===== src/rtl/ple_pkg.sv =====
`default_nettype none

package ple_pkg;

    // Default sizing of the list
    localparam int PLE_CAPACITY   = 64;
    localparam int PLE_DATA_WIDTH = 32;

    // Fixed widths of the transfer fields
    localparam int PLE_OP_W    = 2;
    localparam int PLE_POS_W   = 7;
    localparam int PLE_VALUE_W = 32;
    localparam int PLE_STAT_W  = 2;

    // Match flags examined per scan cycle
    localparam int PLE_LANES  = 8;
    localparam int PLE_LANE_W = $clog2(PLE_LANES);

    typedef enum logic [PLE_OP_W-1:0] {
        OP_INSERT = 2'd0,
        OP_ERASE  = 2'd1,
        OP_SEARCH = 2'd2
    } t_opcode;

    typedef enum logic [PLE_STAT_W-1:0] {
        ST_OK       = 2'd0,
        ST_BADPOS   = 2'd1,
        ST_FULL     = 2'd2,
        ST_NOTFOUND = 2'd3
    } t_status;

    // Shift commands broadcast to every cell
    typedef struct packed {
        logic ins;
        logic ers;
    } t_cell_ctl;

    // Index of the lowest set flag in one lane group
    function automatic logic [PLE_LANE_W-1:0] ple_first(input logic [PLE_LANES-1:0] v);
        logic [PLE_LANE_W-1:0] r;
        r = '0;
        for (int i = PLE_LANES - 1; i >= 0; i--) begin
            if (v[i]) begin
                r = PLE_LANE_W'(i);
            end
        end
        return r;
    endfunction

endpackage

`default_nettype wire


===== src/rtl/ple_cell.sv =====
`default_nettype none

module ple_cell #(
    parameter int IDX        = 0,
    parameter int DATA_WIDTH = ple_pkg::PLE_DATA_WIDTH,
    parameter int CMPW       = ple_pkg::PLE_POS_W
) (
    input  logic                   i_clk,
    input  ple_pkg::t_cell_ctl     i_ctl,
    input  logic [CMPW-1:0]        i_pos,
    input  logic [CMPW-1:0]        i_count,
    input  logic [DATA_WIDTH-1:0]  i_value,
    input  logic [DATA_WIDTH-1:0]  i_left,
    input  logic [DATA_WIDTH-1:0]  i_right,
    output logic [DATA_WIDTH-1:0]  o_data,
    output logic                   o_hit
);
    import ple_pkg::*;

    localparam logic [CMPW-1:0] MY_IDX = CMPW'(IDX);

    logic [DATA_WIDTH-1:0] r_data;
    logic [DATA_WIDTH-1:0] n_data;

    // Pick the entry for the next cycle: hold, take a neighbor, or load
    always_comb begin
        n_data = r_data;
        if (i_ctl.ins) begin
            if (MY_IDX > i_pos) begin
                n_data = i_left;
            end else if (MY_IDX == i_pos) begin
                n_data = i_value;
            end
        end else if (i_ctl.ers) begin
            if (MY_IDX >= i_pos) begin
                n_data = i_right;
            end
        end
    end

    always_ff @(posedge i_clk) begin
        r_data <= n_data;
    end

    // Flag a match only for an occupied slot
    assign o_hit  = (r_data == i_value) && (MY_IDX < i_count);
    assign o_data = r_data;

endmodule

`default_nettype wire


===== config.mk =====
export PLATFORM = sky130hd
export DESIGN_NAME = ple_cell
export DESIGN_NICKNAME = d
export VERILOG_FILES = /design/src/rtl/ple_pkg.sv /design/src/rtl/ple_cell.sv
export SDC_FILE = /design/constraint.sdc
export NUM_CORES = 1
export LEC_CHECK = 0
export ABC_CLOCK_PERIOD_IN_PS = 11050
export BUFFER_PORTS_ARGS = -buffer_cell sky130_fd_sc_hd__buf_2
export CORE_UTILIZATION = 43
export CTS_BUF_LIST = sky130_fd_sc_hd__clkbuf_4 sky130_fd_sc_hd__clkbuf_8
export DETAILED_ROUTE_END_ITERATION = 10
export MAX_ROUTING_LAYER = met4
export PLACE_DENSITY_LB_ADDON = 0.25
export SETUP_SLACK_MARGIN = 0.4
export SLEW_MARGIN = 10
export SYNTH_ARGS = -nofsm -noshare
export SYNTH_HDL_FRONTEND = slang
export SYNTH_SLANG_ARGS = --single-unit

===== constraint.sdc =====
create_clock -name i_clk -period 11.05 [get_ports i_clk]
set_input_delay 3.315 -clock i_clk [delete_from_list [all_inputs] [get_ports i_clk]]
set_output_delay 3.315 -clock i_clk [all_outputs]
set_load 0.01 [all_outputs]

==> summary.md <==
The worst setup path is captured at an output port. The fraction of the cycle the final worst path needs was 0.720; the I/O pin total was 146. At the worst endpoint, the arrival time is 4640 ps.

In the routed design, unresolved DRC markers number 0. The number of DRC violations after detailed-routing iteration 0 is 29, and the cell count after synthesis is 116. The worst-case IR drop observed on VDD is 58.2 uV. After synthesis, the mean cell area works out to 15.0 sq um.

The die boundary height was 65.7 microns. In the synthesized netlist the dominant register cell turns out to be edfxtp_1. The number of clock buffers added by TritonCTS is 5. The tool flagged a number of max-cap violations equal to 0. At the end of the flow, the number of nets in the layout was 346. The minimum hold slack is 3350 ps. The area growth from synthesis to layout is 40.6%. During placement, the flow inserted port buffers numbering 113.

The run gives 0 as the sum of overflow across all layers after global routing. The critical path crosses 6 cells after its start point. The maximum operating frequency was 126 MHz. The design draws 0.000257 W. By count the netlist is led by edfxtp_1, mux2_2, xor2_1, nor4_1, xnor2_1. Of all nets on the critical path, the largest fanout is 2. Buffers added to address setup during post-CTS repair amount to 0.

The ratio of cells with drive above 1 in the final layout was 0.675; the pin count of the biggest net entering global routing was 34. The worst setup path is of the primary input to output port kind. Number of enable flip-flop cells after synthesis: 32. After synthesis the cells add up to 1740 sq um.

The repair_antennas step left the layout with diodes totalling 0. For this design, the slowest cell found on the critical path is nor4_1. Counting every net in the synthesized netlist gives 229.

The critical path goes through buf_2, xor2_1, nor4_1, nand4_1, a2111oi_2, buf_2. The startpoint type of the worst setup path is a primary input. The path class of the tightest hold or removal check is primary input to flop. The final design utilization is 0.650.

The tools report the post-cts gate resize count as 0. The H-tree was split into 2 levels. In this design, the largest share of critical-path delay is due to simple AND/OR/NAND/NOR gates. TritonCTS built the clock tree.

The run gives 0.505 as the relative slew slack. The tools report the overall global routing resource usage as 0.171. The fraction of synthesis flops using an asynchronous set or reset pin came out at 0. The routed layout has 1,356 vias. The buffer and inverter count on the worst path is 2, and the via count of the first global-routing pass is 1,274. After detailed placement, the total cell area comes to 2360 sq um.

The area of the core came out at 3770 sq um. Setup repair after global routing left no endpoint under its margin. In the post-synthesis netlist, the biggest area contributors are edfxtp_1, mux2_2, xor2_1. At the worst endpoint, the required time is 7740 ps. The run finished with clean final reports. The detailed-route vias per instance came out at 4.81. The worst-margin pin slew was 742 ps. The register with the most flip-flops in the layout has 32 of them. The mean routed wirelength per cell works out to 12.7 microns. After routing, the total negative slack on setup checks comes to 0 ps. The hold violation total from the final report was 0. The cell type with the highest aggregate area in the netlist is edfxtp_1. The standby leakage power is 1.05 nW, and the total of warnings raised by yosys is 0. The run gives 13 as the number of different library cells in the post-synthesis netlist. The cell that appears most often on the critical path is buf_2. Measured along the x axis, the die boundary spans 65.7 microns. The initial core utilization is 0.463, and the area share of the leading cell type in the synthesized netlist is 0.551.

The register area share after synthesis came out at 0.551. The cell sitting at the root of the clock tree is a clkbuf_8. Before antenna repair, the detailed router went through 3 iterations. The worst hold path passes through 2 cells.

The delay of the slowest cell on the worst path is 400 ps. The clock period minus worst slack is 7950 ps, and the final count of pins violating max slew is 0. The final-report setup violation count is 0, and the count of standard-cell rows is 22. The synthesized design contains 32 register bits. The first global-routing pass estimated 5350 microns of wire. The finished cells cover 2450 sq um.

The tools report the number of buffers between clock root and the deepest sink as 2. The initial antenna violation count came out at 0. The total number of clock tree sinks was 32; the post-detailed-routing wire length was 3590 microns. The power density over the cells was 105 nW/um^2; the CTS clock-pin slew for the worst setup and hold paths was 60 ps. The floorplan step defined a die boundary enclosing 4320 sq um. The remaining number of nets flagged by the antenna check after routing was 0. The number of buffers inserted by hold repair at cts is 0. The congestion estimate from routability-driven global placement came to 0.773.
[layout make-up]
cell class / instances / area, sq um
multi-input combinational: 80 / 771
clock buffer: 7 / 83.8
timing repair buffer: 114 / 573
clock inverter: 1 / 3.75
tap: 48 / 60.1
fill: 309 / 1320
sequential: 32 / 961
[final timing paths]
path,startpoint,endpoint,slack (ps)
setup / recovery,i_value[26],o_hit,3100
hold / removal,i_right[4],o_data[4]$_DFFE_PP_,3350
[layer usage]
layer  share of wire  vias to the layer above  track usage
met2            0.51                       66        0.305
met4           0.010                        0       0.0571
met1            0.40                      612        0.189
met3           0.077                        5       0.0347
li1                -                      673            -
met5               0                        -            -
[logic make-up (layout without fill, tap and decap cells)]
logic type / Yosys count / in the layout / share of synthesized area
AO/OA/AOI/OAI: 2 / 2 / 0.0115
XOR/XNOR: 32 / 32 / 0.161
buffers and inverters: 4 / 122 / 0.0108
flip-flops: 32 / 32 / 0.551
multiplexers: 32 / 32 / 0.207
AND/OR/NAND/NOR: 14 / 14 / 0.0595
[metrics by stage]
stage                     cells  setup slack, ps
after floorplan             116             3460
after detailed placement    274             3060
after CTS                   282             3060
after global placement      274             3110
final                       282             3100
after global routing        282             2960
[where the power goes]
| part | switching, W | internal (W) | leakage, nW |
|---|---|---|---|
| clock | 0.0000374 | 0.0000486 | 0.0467 |
| sequential | 0.000000373 | 0.000135 | 0.288 |
| combinational | 0.0000137 | 0.0000220 | 0.714 |
[cell usage in the layout (no fill, tap or decap)]
cell type | Yosys | layout
a2111oi_2 | 1 | 1
buf_2 | 3 | 113
buf_4 | 0 | 1
clkbuf_4 | 0 | 2
clkbuf_8 | 0 | 5
clkinv_1 | 0 | 1
edfxtp_1 | 32 | 32
mux2_2 | 32 | 32
nand3_1 | 1 | 1
nand4_1 | 2 | 2
nor3_1 | 1 | 1
nor4_1 | 7 | 6
nor4_2 | 3 | 4
o21ai_0 | 1 | 1
xnor2_1 | 4 | 4
xor2_1 | 28 | 28
(Power assumes the default switching activity.)
